==> src/rtl/core/rpwd_pkg.sv <==
// Shared constants and types for the RC PWM pulse-width decoder.
package rpwd_pkg;

  localparam int CHANNEL_COUNT = 7;      // decoded channels, 1..12
  localparam int NUM_OUT_CH    = 7;      // channels with an output field
  localparam int ACTIVE_CH     = (CHANNEL_COUNT > NUM_OUT_CH) ? NUM_OUT_CH : CHANNEL_COUNT;

  localparam int TS_W    = 16;
  localparam int VALUE_W = 10;
  localparam int MASK_W  = NUM_OUT_CH;

  localparam int IN_DATA_W  = 24;        // 7 + 16 bits, padded to bytes
  localparam int OUT_DATA_W = 80;        // 7 x 10 + 7 bits, padded to bytes

  localparam logic [TS_W-1:0] WIDTH_MIN    = 16'd1000;
  localparam logic [TS_W-1:0] WIDTH_MAX    = 16'd2000;
  localparam logic [10:0]     WIDTH_CENTER = 11'd1500;

  localparam logic signed [VALUE_W-1:0] VALUE_LOW  = -10'sd500;
  localparam logic signed [VALUE_W-1:0] VALUE_HIGH = 10'sd500;
  localparam logic signed [VALUE_W-1:0] CH0_RESET_VALUE = -10'sd500;

  localparam logic [MASK_W-1:0] INVERT_RESET = 7'd10;

  // per-channel control from the pipeline to a channel cell
  typedef struct packed {
    logic load;     // stage 1 transaction moves to the output register
    logic pin;      // sampled level of this channel
    logic invert;   // negate this channel's decode
  } rpwd_chan_ctl_t;

  // per-channel status back to the top level
  typedef struct packed {
    logic level;    // level seen in the last sample
    logic done;     // falling edge in the last sample
  } rpwd_chan_sts_t;

endpackage

==> src/rtl/core/rpwd_chan.sv <==
// One channel cell: edge detect, pulse start capture, width clamp and value store.
module rpwd_chan (
  input  logic                                   clk,
  input  logic                                   rst_n,
  input  rpwd_pkg::rpwd_chan_ctl_t               ctl,
  input  logic [rpwd_pkg::TS_W-1:0]              ts,
  input  logic signed [rpwd_pkg::VALUE_W-1:0]    rst_value,
  output rpwd_pkg::rpwd_chan_sts_t               sts,
  output logic signed [rpwd_pkg::VALUE_W-1:0]    value
);
  import rpwd_pkg::*;

  logic                      level_r, level_nxt;
  logic                      done_r, done_nxt;
  logic [TS_W-1:0]           start_r, start_nxt;
  logic signed [VALUE_W-1:0] value_r, value_nxt;

  logic [TS_W-1:0]           width;
  logic [10:0]               diff;
  logic signed [VALUE_W-1:0] decoded;
  logic                      rise, fall;

  assign rise  = ctl.pin & ~level_r;
  assign fall  = ~ctl.pin & level_r;
  assign width = ts - start_r;          // wraps modulo 2^16
  assign diff  = width[10:0] - WIDTH_CENTER;

  always_comb begin
    priority if (width < WIDTH_MIN) begin
      decoded = VALUE_LOW;
    end else if (width > WIDTH_MAX) begin
      decoded = VALUE_HIGH;
    end else begin
      decoded = signed'(diff[VALUE_W-1:0]);
    end
  end

  always_comb begin
    level_nxt = level_r;
    done_nxt  = done_r;
    start_nxt = start_r;
    value_nxt = value_r;
    if (ctl.load) begin
      level_nxt = ctl.pin;
      done_nxt  = fall;
      if (rise) begin
        start_nxt = ts;
      end
      if (fall) begin
        value_nxt = ctl.invert ? -decoded : decoded;
      end
    end
  end

  always_ff @(posedge clk) begin
    if (!rst_n) begin
      level_r <= 1'b0;
      done_r  <= 1'b0;
      start_r <= '0;
      value_r <= rst_value;
    end else begin
      level_r <= level_nxt;
      done_r  <= done_nxt;
      start_r <= start_nxt;
      value_r <= value_nxt;
    end
  end

  assign sts.level = level_r;
  assign sts.done  = done_r;
  assign value     = value_r;

endmodule

==> src/rtl/core/rc_pwm_pulse_width_decoder_core.sv <==
// Top level of the RC PWM pulse-width decoder: input register, channel cells, output stage.
//
//  Port group | Dir | Payload (low bit up)
//  -----------+-----+-----------------------------------------------------------
//  in_*       | in  | tdata: pin_levels[6:0], timestamp_us[22:7]
//  out_*      | out | tdata: throttle, rudder, elevator, aileron, aux_one,
//             |     |        aux_two, aux_three (10b each), updated_mask[76:70]
//  cfg_*      | in  | wr_data: invert_mask[6:0]
//
// One sample per clock while the output is not stalled. It passes the input register,
// then the channel cells, whose state registers double as the output register.
// Edge handling and the width clamp are two subtracts and two compares per
// channel. A stall on out_tready holds both stages; in_tready drops only when
// both are full. Reset is synchronous.
module rc_pwm_pulse_width_decoder_core (
  input  logic                                clk,
  input  logic                                rst_n,
  input  logic                                in_tvalid,
  output logic                                in_tready,
  input  logic [rpwd_pkg::IN_DATA_W-1:0]      in_tdata,   // pin_levels, timestamp_us
  output logic                                out_tvalid,
  input  logic                                out_tready,
  output logic [rpwd_pkg::OUT_DATA_W-1:0]     out_tdata,  // 7 channel values, updated_mask
  input  logic                                cfg_wr_en,
  input  logic [rpwd_pkg::MASK_W-1:0]         cfg_wr_data // invert_mask
);
  import rpwd_pkg::*;

  logic                s1_valid_r, s1_valid_nxt;
  logic                out_valid_r, out_valid_nxt;
  logic [MASK_W-1:0]   s1_pins_r;
  logic [TS_W-1:0]     s1_ts_r;
  logic [MASK_W-1:0]   invert_mask_r;
  logic                advance;
  logic                in_fire;
  logic                load;

  logic signed [VALUE_W-1:0] ch_value [NUM_OUT_CH];
  logic [MASK_W-1:0]         levels;
  logic [MASK_W-1:0]         updated;

  assign advance   = ~out_valid_r | out_tready;
  assign load      = s1_valid_r & advance;
  assign in_tready = ~s1_valid_r | advance;
  assign in_fire   = in_tvalid & in_tready;

  always_comb begin
    s1_valid_nxt = s1_valid_r;
    if (in_tready) begin
      s1_valid_nxt = in_tvalid;
    end
    out_valid_nxt = out_valid_r;
    if (advance) begin
      out_valid_nxt = s1_valid_r;
    end
  end

  always_ff @(posedge clk) begin
    if (!rst_n) begin
      s1_valid_r    <= 1'b0;
      out_valid_r   <= 1'b0;
      invert_mask_r <= INVERT_RESET;
    end else begin
      s1_valid_r  <= s1_valid_nxt;
      out_valid_r <= out_valid_nxt;
      if (cfg_wr_en) begin
        invert_mask_r <= cfg_wr_data;
      end
    end
  end

  always_ff @(posedge clk) begin
    if (in_fire) begin
      s1_pins_r <= in_tdata[MASK_W-1:0];
      s1_ts_r   <= in_tdata[MASK_W +: TS_W];
    end
  end

  for (genvar n = 0; n < NUM_OUT_CH; n++) begin : g_ch
    if (n < ACTIVE_CH) begin : g_on
      rpwd_chan_ctl_t ctl;
      rpwd_chan_sts_t sts;

      assign ctl.load   = load;
      assign ctl.pin    = s1_pins_r[n];
      assign ctl.invert = invert_mask_r[n];

      rpwd_chan u_chan (
        .clk       (clk),
        .rst_n     (rst_n),
        .ctl       (ctl),
        .ts        (s1_ts_r),
        .rst_value ((n == 0) ? CH0_RESET_VALUE : VALUE_W'(0)),
        .sts       (sts),
        .value     (ch_value[n])
      );

      assign levels[n]  = sts.level;
      assign updated[n] = sts.done;
    end else begin : g_off
      assign ch_value[n] = '0;
      assign levels[n]   = 1'b0;
      assign updated[n]  = 1'b0;
    end
  end

  always_comb begin
    out_tdata = '0;
    for (int n = 0; n < NUM_OUT_CH; n++) begin
      out_tdata[n*VALUE_W +: VALUE_W] = ch_value[n];
    end
    out_tdata[NUM_OUT_CH*VALUE_W +: MASK_W] = updated;
  end

  assign out_tvalid = out_valid_r;

  // a channel only reports a finished pulse when its last level is low
  a_upd_low: assert property (@(posedge clk) disable iff (!rst_n)
    (updated & levels) == '0)
    else $error("updated channel with high level");

  // input side only stalls when both stages are full and the output is held
  a_ready: assert property (@(posedge clk) disable iff (!rst_n)
    !in_tready |-> (s1_valid_r && out_valid_r && !out_tready))
    else $error("in_tready low without back-pressure");

  // channel state does not move while the output is stalled
  a_hold: assert property (@(posedge clk) disable iff (!rst_n)
    (out_valid_r && !out_tready) |=> (levels == $past(levels) && updated == $past(updated)))
    else $error("channel state changed during stall");

  // nothing is pending right after reset
  a_rst: assert property (@(posedge clk)
    (rst_n && $past(!rst_n)) |-> (!out_tvalid && !s1_valid_r))
    else $error("pipeline not empty after reset");

endmodule

==> config.mk <==
export PLATFORM = sky130hd
export DESIGN_NAME = rc_pwm_pulse_width_decoder_core
export DESIGN_NICKNAME = d
export VERILOG_FILES = /design/src/rtl/core/rpwd_pkg.sv /design/src/rtl/core/rpwd_chan.sv /design/src/rtl/core/rc_pwm_pulse_width_decoder_core.sv
export SDC_FILE = /design/constraint.sdc
export NUM_CORES = 1
export LEC_CHECK = 0
export ABC_AREA = 1
export BUFFER_PORTS_ARGS = -buffer_cell sky130_fd_sc_hd__buf_4
export CAP_MARGIN = 20
export CORE_UTILIZATION = 37
export DETAILED_ROUTE_END_ITERATION = 8
export GPL_ROUTABILITY_DRIVEN = 0
export PLACE_DENSITY = 0.53
export SETUP_SLACK_MARGIN = 0.1
export SYNTH_ARGS = -nofsm -noshare
export SYNTH_HDL_FRONTEND = slang
export SYNTH_SLANG_ARGS = --single-unit
export TNS_END_PERCENT = 30
==> constraint.sdc <==
create_clock -name clk -period 6.99 [get_ports clk]
set_clock_uncertainty 0.1 [all_clocks]
set_input_delay 1.398 -clock clk [delete_from_list [all_inputs] [get_ports clk]]
set_output_delay 1.398 -clock clk [all_outputs]
set_load 0.005 [all_outputs]
==> results of run 1 <==
-- power groups by stage --
stage / Combinational, mW / Clock (mW) / Sequential, mW
floorplan: 1.03 / 0 / 1.43
global placement: 1.28 / 0 / 1.46
detailed placement: 1.29 / 0 / 1.46
CTS: 1.30 / 1.71 / 1.44
global route: 1.50 / 1.76 / 1.44
finish: 1.29 / 1.66 / 1.43
-- through the flow --
step	worst slack [ns]	cell area, um2	hold WS [ns]	std cells	util [%]
2_1_floorplan	3.401	18880	0.3331	3143	-
3_3_place_gp	2.770	20300	0.3462	3861	40.38
3_5_place_dp	2.780	20300	0.3512	3861	40.38
4_1_cts	2.738	21360	0.3601	3915	42.48
5_1_grt	2.321	21360	0.3738	3916	42.49
6_report	2.796	21360	0.3546	3916	42.49
-- worst reg2reg max path, delay by kind of cell (launching register included) --
kind	cells	cell delay, ns
adder cells (fa/ha/maj)	4	1.07
AND/OR/NAND/NOR	17	1.97
buffers and inverters	6	0.60
flip-flops	1	0.38
-- flip-flops by register name, summed over array words and instances (netlist names) --
name and count:
g_ch.g_on.u_chan.value 70, s1_pins_r 7, s1_ts_r 16, s1_valid_r 1, g_ch.g_on.u_chan.start_r 112, out_tvalid 1
g_ch.g_on.u_chan.level_r 7, invert_mask_r 7, g_ch.g_on.u_chan.done_r 7
-- layout make-up --
class | count | share of cell area, %
Sequential cell | 228 | 22.45
Tap cell | 672 | 3.936
Clock buffer | 39 | 3.854
Inverter | 539 | 9.472
Multi-Input combinational cell | 2299 | 54.85
Timing Repair Buffer | 123 | 4.323
Clock inverter | 15 | 1.107
Antenna cell | 1 | 0.01172
-- final timing paths --
kind,end,slack [ns]
hold reg to reg,g_ch[5].g_on.u_chan.start_r[6],0.35
setup reg to reg,g_ch[2].g_on.u_chan.value[8],2.80
hold / removal,g_ch[5].g_on.u_chan.start_r[6],0.35
setup / recovery,g_ch[2].g_on.u_chan.value[8],2.80
-- cells by family after synthesis --
family | Yosys count | synth area share, %
simple gates | 1607 | 36.20
buf+inv | 616 | 12.58
compound gates | 486 | 13.39
flops | 228 | 25.40
fa+ha+maj | 136 | 9.295
xor+xnor | 67 | 3.109
other cells | 1 | 0.01987
-- per-layer routing --
| layer | vias to the layer above | GRT usage (%) |
|---|---|---|
| met1 | 8292 | 27.01 |
| met4 | 0 | 5.810 |
| met2 | 247 | 34.30 |
| li1 | 10110 | - |
| met3 | 77 | 2.725 |
| met5 | - | 0 |
-- layout by cell type, fill, tap and decap left out, types with 12 or more instances in the layout --
cell type / netlist / routed
ha_1: 129 / 129
and2_1: 12 / 12
nand3_1: 257 / 257
nor2_2: 16 / 16
nor3_1: 17 / 16
nor2_1: 251 / 251
buf_4: 13 / 123
xnor2_1: 23 / 23
a21oi_1: 247 / 247
inv_1: 521 / 521
nand2_1: 945 / 945
clkbuf_16: 0 / 29
nand2_2: 27 / 27
edfxtp_1: 23 / 23
xor2_1: 44 / 44
inv_2: 13 / 14
dfxtp_1: 205 / 205
nand3b_1: 16 / 16
nand4_1: 39 / 39
o21ai_1: 20 / 20
o21ai_0: 187 / 187
==> out/qor.txt, run 1 <==
status - finished clean
clock buffer depth - 3
Yosys warning count - 0
worst path required time - 7.36 ns
clock share of power - 37.9%
Final setup violation count - 0
Worst Tran Pin Value - 1.098 ns
WP depth - 27
fin crit share - 60.00%
Initial DRC Count - 841
filler cell count - 5,443
via count - 18.73k
Hold Fails Final Rpt - 0
maximum clock rate - 0.2384 GHz
DRC - 0
Net Switching - 1.524 mW
Sequential cell area - 4795 um2
Setup TNS Final - 0 ns
top sig layer - met4
Critical Path AT - 4.56 ns
total CTS buffers - 29
clock slew at reported path FFs - 0.06 ns
drt pass-1 iters - 5
Syn Std Cell Area - 18,870 um2
metal3 WL - 1932 um
Sw Ratio - 34.73%
Leak Pwr - 11.02 nW
post-layout net count - 3,392
Seq pwr share - 32.7%
Int Pwr - 2.863 mW
crit path kind - reg2reg
DR WL met2 - 23,550 um
Worst Hold Depth - 2
initial core utilization - 37.54%
Cell Pwr Density - 205.4 nW/um2
Die Y - 227.9 um
Detailed Route WL - 53,230 um
CP top delay family - simple AND/OR/NAND/NOR gates
Crit. End Element - register
vias in the first global route - 17.45k
Buf/Inv on CP - 6
register area share after synthesis - 25.40%
post-CTS sizing - 0
layout cell share with drive strength beyond 1 - 8.048%
wire per inst - 13.59 um
met1 WL - 26,260 um
Max-cap violations - 0
DPL Wire Length - 40,310 um
Most common cell on crit path - nor2_1
Mapped Cells - 3,141
post-synthesis cell type count - 48
total gr overflow - 0
gr usage total - 20.35%
largest net degree at the start of global routing - 79
postcts setup bufs - 0
Final Slew Violations - 0
min Tclk post-route - 4.194 ns
Pwr Total - 4.387 mW
Skew-Pair Late Insertion Delay - 0.58 ns
Crit-path slowest cell - fa_1
# rows - 82
Core Box Area - 50,270 um2
Post-synth EDFFs - 23
Hold Crit Start - g_ch[5].g_on.u_chan.start_r[6]
HP Class - reg2reg
DIE WIDTH - 227.9 um
logic gate share of total power - 29.5%
Vias/cell - 4.782
first-pass GRT wire length - 87,570 um
multi-input logic area - 11,720 um2
H-tree levels - 1
Clock Tree Root - clkbuf_16
area leader, netlist - dfxtp_1
initial antenna violation count - 2
Post-synth ARST share - 0%
Critical Path Start - s1_ts_r[0]
Max stage delay on crit path - 0.45 ns
Yosys reg bits - 228
Crit Path Max Fanout - 19
Synth top cells by count - nand2_1 (945), inv_1 (521), nand3_1 (257)
area share of the largest cell type after synthesis - 21.74%
worst r2r src - s1_ts_r[0]
RSZ-0062 raised after global routing - no
clock sink count - 228
Synth Flop Type - dfxtp_1
FF-to-FF path depth - 27
Synth Area per Inst - 6.009 um2
VDD IR-drop max - 0.1766 mV
ranking of synthesized cells by area - dfxtp_1 (22%), nand2_1 (19%), inv_1 (10%)
crit start category - register
Hold-fix buffers, CTS - 0
io pins - 118
remaining antenna violation count - 0
I/O Buffers - 113
area grow syn2layout - 13.18%
most common cell in the netlist - nand2_1
Slew Limit Headroom - 26.78%
CTS tree - built
DIE AREA - 51,920 um2
No activity file was read; power rests on OpenSTA's default activity.
==> run 2: changes to the inputs <==
==> constraint.sdc (replaced) <==
create_clock -name clk -period 4.3 [get_ports clk]
set_clock_uncertainty 0.1 [all_clocks]
set_input_delay 0.86 -clock clk [delete_from_list [all_inputs] [get_ports clk]]
set_output_delay 0.86 -clock clk [all_outputs]
set_load 0.005 [all_outputs]
==> out/qor.txt, run 2 (synthesis gave the netlist of run 1 again) <==
clock buffer depth - 3
Most common cell on crit path - nand2_1
RSZ-0062 raised after global routing - yes
CTS tree - built
worst path required time - 4.67 ns
Max-cap violations - 0
met3 Resource Use GR - 2.013%
Seq pwr share - 33.5%
Critical Path AT - 4.28 ns
status - finished clean
DIE WIDTH - 227.9 um
total CTS buffers - 30
initial antenna violation count - 0
DRC - 0
crit start category - register
post-layout net count - 3,421
Leak Pwr - 11.10 nW
initial core utilization - 37.54%
Final setup violation count - 0
Crit Path Max Fanout - 9
clock slew at reported path FFs - 0.06 ns
H-tree levels - 1
CP top delay family - simple AND/OR/NAND/NOR gates
largest net degree at the start of global routing - 147
Worst Tran Pin Value - 1.031 ns
DIE AREA - 51,920 um2
fin crit share - 90.90%
clock sink count - 228
area grow syn2layout - 13.99%
# rows - 82
crit path kind - reg2reg
Largest register FFs - 112
io pins - 118
Detailed Route WL - 53,780 um
logic gate share of total power - 31.5%
first-pass GRT wire length - 87,420 um
DPL Wire Length - 40,850 um
clock share of power - 34.9%
vias in the first global route - 17.31k
Clock Tree Root - clkbuf_16
Net Switching - 2.493 mW
Vias/cell - 4.827
met1 usage - 27.79%
post-place setup slack - 0.1507 ns
Sw Ratio - 36.18%
I/O Buffers - 113
Int Pwr - 4.396 mW
grt peak-use layer - met2
layout cell share with drive strength beyond 1 - 8.983%
post-route insts no fill - 3,945
Reg with most FFs - g_ch.g_on.u_chan.start_r
Die Y - 227.9 um
gr usage total - 20.36%
via count - 19.04k
HP Class - in2reg
Final Slew Violations - 0
commonest cells after routing, fill and taps aside - nand2_1 (944), inv_1 (521), nand3_1 (257)
Crit-path slowest cell - fa_1
min Tclk post-route - 3.909 ns
dpl cells - 3,880
drt pass-1 iters - 5
Max stage delay on crit path - 0.45 ns
Final Worst Setup Slack - 0.3913 ns
wire per inst - 13.63 um
Setup TNS Final - 0 ns
Hold Fails Final Rpt - 0
Core Box Area - 50,270 um2
Buf/Inv on CP - 8
VDD IR-drop max - 0.2816 mV
ANT cells - 0
filler cell count - 5,453
Slew Limit Headroom - 30.87%
commonest non-fill, non-tap cell in the layout - nand2_1
total gr overflow - 0
Crit. End Element - register
maximum clock rate - 0.2558 GHz
Cell Pwr Density - 320.2 nW/um2
Skew-Pair Late Insertion Delay - 0.58 ns
Initial DRC Count - 1,038
met2 Use GR - 34.31%
remaining antenna violation count - 0
run 2: changes by cell type in the layout (fill, tap and decap cells not counted), sizes merged, moves of 3 or more:
| cell | previous run | this run |
|---|---|---|
| buf | 123 | 150 |
| clkinv | 9 | 17 |
| clkinvlp | 1 | 6 |
| bufinv | 6 | 2 |
| clkbuf | 39 | 36 |
| inv | 538 | 535 |
run 2: what timing repair did:
item	in CTS	in global routing
setup buffers	0	8
resized for setup	0	8
endpoints found under the hold margin	0	0
setup endpoints to repair	0	37
hold buffers	0	0
run 2: stage by stage:
stage	cell area [um2]	hold slack, ns	utilization [%]	total power [mW]
6_report	21510	0.3533	42.79	6.889
5_1_grt	21510	0.3345	42.79	7.391
4_1_cts	21410	0.3196	42.60	6.969
3_5_place_dp	20470	0.3512	40.71	4.506
3_3_place_gp	20470	0.3424	40.71	4.478
2_1_floorplan	18880	0.3331	-	3.997
run 2: metal layers:
layer	up-vias	share of wire, %
met2	278	45
met5	-	0
met3	58	3.4
met1	8559	49
li1	10150	-
met4	0	2.0
run 2: final cells by class:
| cell class | count | area [um2] | share of cell area, % |
|---|---|---|---|
| multi-input cells | 2299 | 11730 | 54.54 |
| repair inverters | 1 | 5.005 | 0.02326 |
| inverters | 539 | 2027 | 9.422 |
| clock inverters | 20 | 165.2 | 0.7677 |
| clock buffers | 36 | 783.3 | 3.641 |
| repair buffers | 150 | 1164 | 5.409 |
| flip-flops and latches | 228 | 4795 | 22.29 |
| well taps | 672 | 840.8 | 3.908 |
run 2: worst register-to-register path: cells and delay by family (launching register included):
| family | cells | cell delay (ns) |
|---|---|---|
| and+or+nand+nor | 19 | 1.72 |
| DFF | 1 | 0.44 |
| buffers and inverters | 8 | 0.68 |
| adders and majority gates | 3 | 0.82 |
run 2: power by group through the flow:
| stage | registers (mW) | clock network (mW) | logic (mW) |
|---|---|---|---|
| 3_3_place_gp | 2.36 | 0 | 2.12 |
| 3_5_place_dp | 2.36 | 0 | 2.15 |
| 2_1_floorplan | 2.33 | 0 | 1.67 |
| 5_1_grt | 2.32 | 2.57 | 2.50 |
| 4_1_cts | 2.32 | 2.49 | 2.16 |
| 6_report | 2.31 | 2.41 | 2.17 |
run 2: path summary, 6_finish.rpt:
check | slack, ns | end | start | cells after the start
worst min register to register | 0.36 | g_ch[0].g_on.u_chan.start_r[4] | g_ch[0].g_on.u_chan.start_r[4] | 2
worst min-delay path | 0.35 | s1_pins_r[3] | in_tdata[3] | 1
worst max-delay path | 0.39 | g_ch[1].g_on.u_chan.value[8] | s1_ts_r[0] | 30
worst max register to register | 0.39 | g_ch[1].g_on.u_chan.value[8] | s1_ts_r[0] | 30
==> run 3: changes to the inputs <==
--- a/config.mk
+++ b/config.mk
@@ -5,7 +5,6 @@
 export SDC_FILE = /design/constraint.sdc
 export NUM_CORES = 1
 export LEC_CHECK = 0
-export ABC_AREA = 1
 export BUFFER_PORTS_ARGS = -buffer_cell sky130_fd_sc_hd__buf_4
 export CAP_MARGIN = 20
 export CORE_UTILIZATION = 37
==> out/qor.txt, run 3 <==
status - complete, but fails checks
failing checks - negative setup slack
remaining antenna violation count - 0
worst r2r dst - g_ch[4].g_on.u_chan.value[8]
Reg with most FFs - g_ch.g_on.u_chan.start_r
clock buffer depth - 3
crit-path cells - inv_8 > ha_4 > inv_2 > fa_2 > a21oi_4 > o22ai_2 > a221o_1 > a211o_1 > nor3_2 > nand2_2 > nand3_4 > nor2_4 > nand2_1 > ha_2 > nand3b_1 > or3b_4 > or4b_4 > nand2b_4 > a41oi_2 > o32ai_1
Initial DRC Count - 1,047
DIE WIDTH - 224.5 um
Synth Area in Adders - 9.580%
flop-to-flop setup slack - -0.13 ns
Synth Area per Inst - 7.507 um2
min Tclk post-route - 4.428 ns
Yosys warning count - 0
Setup TNS Final - -0.2999 ns
layout cell share with drive strength beyond 1 - 21.51%
Final Worst Setup Slack - -0.1283 ns
logic gate share of total power - 33.9%
post-route design area - 23,440 um2
vias in the first global route - 17.68k
Crit Path Max Fanout - 7
Crit. End Element - register
gr usage total - 22.51%
worst path required time - 4.69 ns
largest net degree at the start of global routing - 84
ranking of synthesized cells by area - dfxtp_1 (22%), ha_1 (8.8%), a21oi_1 (8.1%)
VDD IR-drop max - 0.3117 mV
Post-synth ARST share - 0%
Final setup violation count - 4
RSZ-0062 raised after global routing - yes
Seq pwr share - 30.2%
post-synthesis cell type count - 100
Compound-Gate Fraction of Synth Area - 26.73%
Synth top cells by count - nand2_1 (374), a21oi_1 (298), dfxtp_1 (205)
Post-synth EDFFs - 23
DPL Wire Length - 42,630 um
HP Class - in2reg
register area share after synthesis - 26.19%
Clock Tree Root - clkbuf_16
Worst Tran Pin Value - 0.8086 ns
via count - 18.53k
I/O Buffers - 113
largest family of logic cells by synthesized area - compound AO/OA/AOI/OAI gates
commonest non-fill, non-tap cell in the layout - buf_4
mux contribution to synthesized area - 1.230%
DRC - 0
Max stage delay on crit path - 0.52 ns
Core Box Area - 48,850 um2
crit start category - register
commonest cells after routing, fill and taps aside - buf_4 (371), nand2_1 (368), a21oi_1 (288)
worst r2r src - s1_ts_r[0]
wire per inst - 16.91 um
Syn Std Cell Area - 18,310 um2
most common cell in the netlist - nand2_1
Synth Flop Type - dfxtp_1
worst hold slack - 0.3403 ns
Largest register FFs - 112
Max-cap violations - 0
area leader, netlist - dfxtp_1
DIE AREA - 50,380 um2
fin crit share - 103.0%
Cell Pwr Density - 321.2 nW/um2
clock share of power - 36.0%
total gr overflow - 0
Skew-Pair Late Insertion Delay - 0.59 ns
Mapped Cells - 2,439
Die Y - 224.5 um
Detailed Route WL - 57,970 um
H-tree levels - 1
post-layout net count - 2,912
io pins - 118
Critical Path Start - s1_ts_r[0]
Yosys reg bits - 228
Post-Synth Simple-Gate Area - 23.04%
drt pass-1 iters - 5
Int Pwr - 4.995 mW
initial antenna violation count - 0
area share of the largest cell type after synthesis - 22.41%
Leak Pwr - 9.137 nW
Crit-path slowest cell - or4b_4
crit path kind - reg2reg
clock slew at reported path FFs - 0.06 ns
Slew Limit Headroom - 45.93%
DP Area - 21,650 um2
CTS tree - built
first-pass GRT wire length - 92,370 um
initial core utilization - 37.48%
Hold Fails Final Rpt - 0
Critical Path AT - 4.82 ns
Final Slew Violations - 0
Sw Ratio - 33.67%
total CTS buffers - 29
Hold-fix buffers, CTS - 0
Critical Path End - g_ch[4].g_on.u_chan.value[8]
XOR/XNOR Fraction of Synth Area - 7.086%
Vias/cell - 5.408
clock sink count - 228
filler cell count - 4,864
area grow syn2layout - 28.04%
maximum clock rate - 0.2258 GHz
# rows - 81
FF-to-FF path depth - 20
Net Switching - 2.536 mW
-- run 3: per-stage QoR --
stage / util [%] / instances / total power [mW] / setup slack, ns
6_report: 47.99 / 3427 / 7.531 / -0.1283
5_1_grt: 47.99 / 3426 / 7.953 / -0.2826
2_1_floorplan: - / 2441 / 3.945 / -0.1796
3_5_place_dp: 44.31 / 3346 / 4.709 / -0.1921
4_1_cts: 47.04 / 3414 / 7.517 / -0.08350
3_3_place_gp: 44.31 / 3346 / 4.682 / -0.1264
-- run 3: final cells by class --
class	count	area (um2)	share of cell area [%]
tap	664	830.8	3.544
clock inverter	9	146.4	0.6244
multi-input combinational	1931	13130	56.00
antenna	1	2.502	0.01067
clock buffer	44	925.9	3.949
inverter	165	629.4	2.685
timing repair buffer	385	2985	12.73
sequential	228	4795	20.45
-- run 3: what timing repair did --
action,4_1_cts,5_1_grt
endpoints found under the setup margin,28,38
pin swaps,39,57
gates resized for setup,36,68
endpoints found under the hold margin,0,0
setup buffers,15,15
-- run 3: power groups by stage --
| stage | Sequential, mW | Clock [mW] | Combinational (mW) |
|---|---|---|---|
| 6_report | 2.27 | 2.71 | 2.55 |
| 5_1_grt | 2.28 | 2.87 | 2.80 |
| 4_1_cts | 2.27 | 2.79 | 2.46 |
| 3_5_place_dp | 2.32 | 0 | 2.39 |
| 3_3_place_gp | 2.31 | 0 | 2.37 |
| 2_1_floorplan | 2.31 | 0 | 1.64 |
-- run 3: cells by family (layout without fill, tap and decap cells) --
family / count (synthesis) / after routing
xor+xnor: 141 / 141
compound gates: 771 / 771
flops: 228 / 228
fa+ha+maj: 136 / 136
other cells: 1 / 4
buf+inv: 282 / 603
mux: 22 / 22
simple gates: 858 / 858
-- run 3: worst min path at each step --
| stage | from | endpoint | slack (ns) | cells past startpoint |
|---|---|---|---|---|
| floorplan | g_ch[0].g_on.u_chan.start_r[10] | g_ch[0].g_on.u_chan.start_r[10] | 0.34 | 2 |
| global placement | g_ch[5].g_on.u_chan.start_r[7] | g_ch[5].g_on.u_chan.start_r[7] | 0.34 | 2 |
| detailed placement | g_ch[6].g_on.u_chan.start_r[5] | g_ch[6].g_on.u_chan.start_r[5] | 0.35 | 2 |
| CTS | in_tdata[5] | s1_pins_r[5] | 0.31 | 1 |
| global route | in_tdata[5] | s1_pins_r[5] | 0.32 | 1 |
| finish | in_tdata[5] | s1_pins_r[5] | 0.34 | 1 |
-- run 3: critical path, delay by kind of cell (launching register included) --
| kind | cells | cell delay, ns |
|---|---|---|
| buffers and inverters | 2 | 0.19 |
| AO/OA/AOI/OAI | 6 | 1.23 |
| adder cells (fa/ha/maj) | 3 | 0.70 |
| AND/OR/NAND/NOR | 9 | 1.62 |
| flip-flops | 1 | 0.48 |
-- run 3: layer usage --
layer / part of all wire [%] / track usage, % / vias up
met5: 0 / 0 / -
met4: 2.2 / 5.771 / 0
met3: 3.5 / 2.364 / 66
met2: 47 / 38.47 / 295
met1: 48 / 30.09 / 8809
li1: - / - / 9362
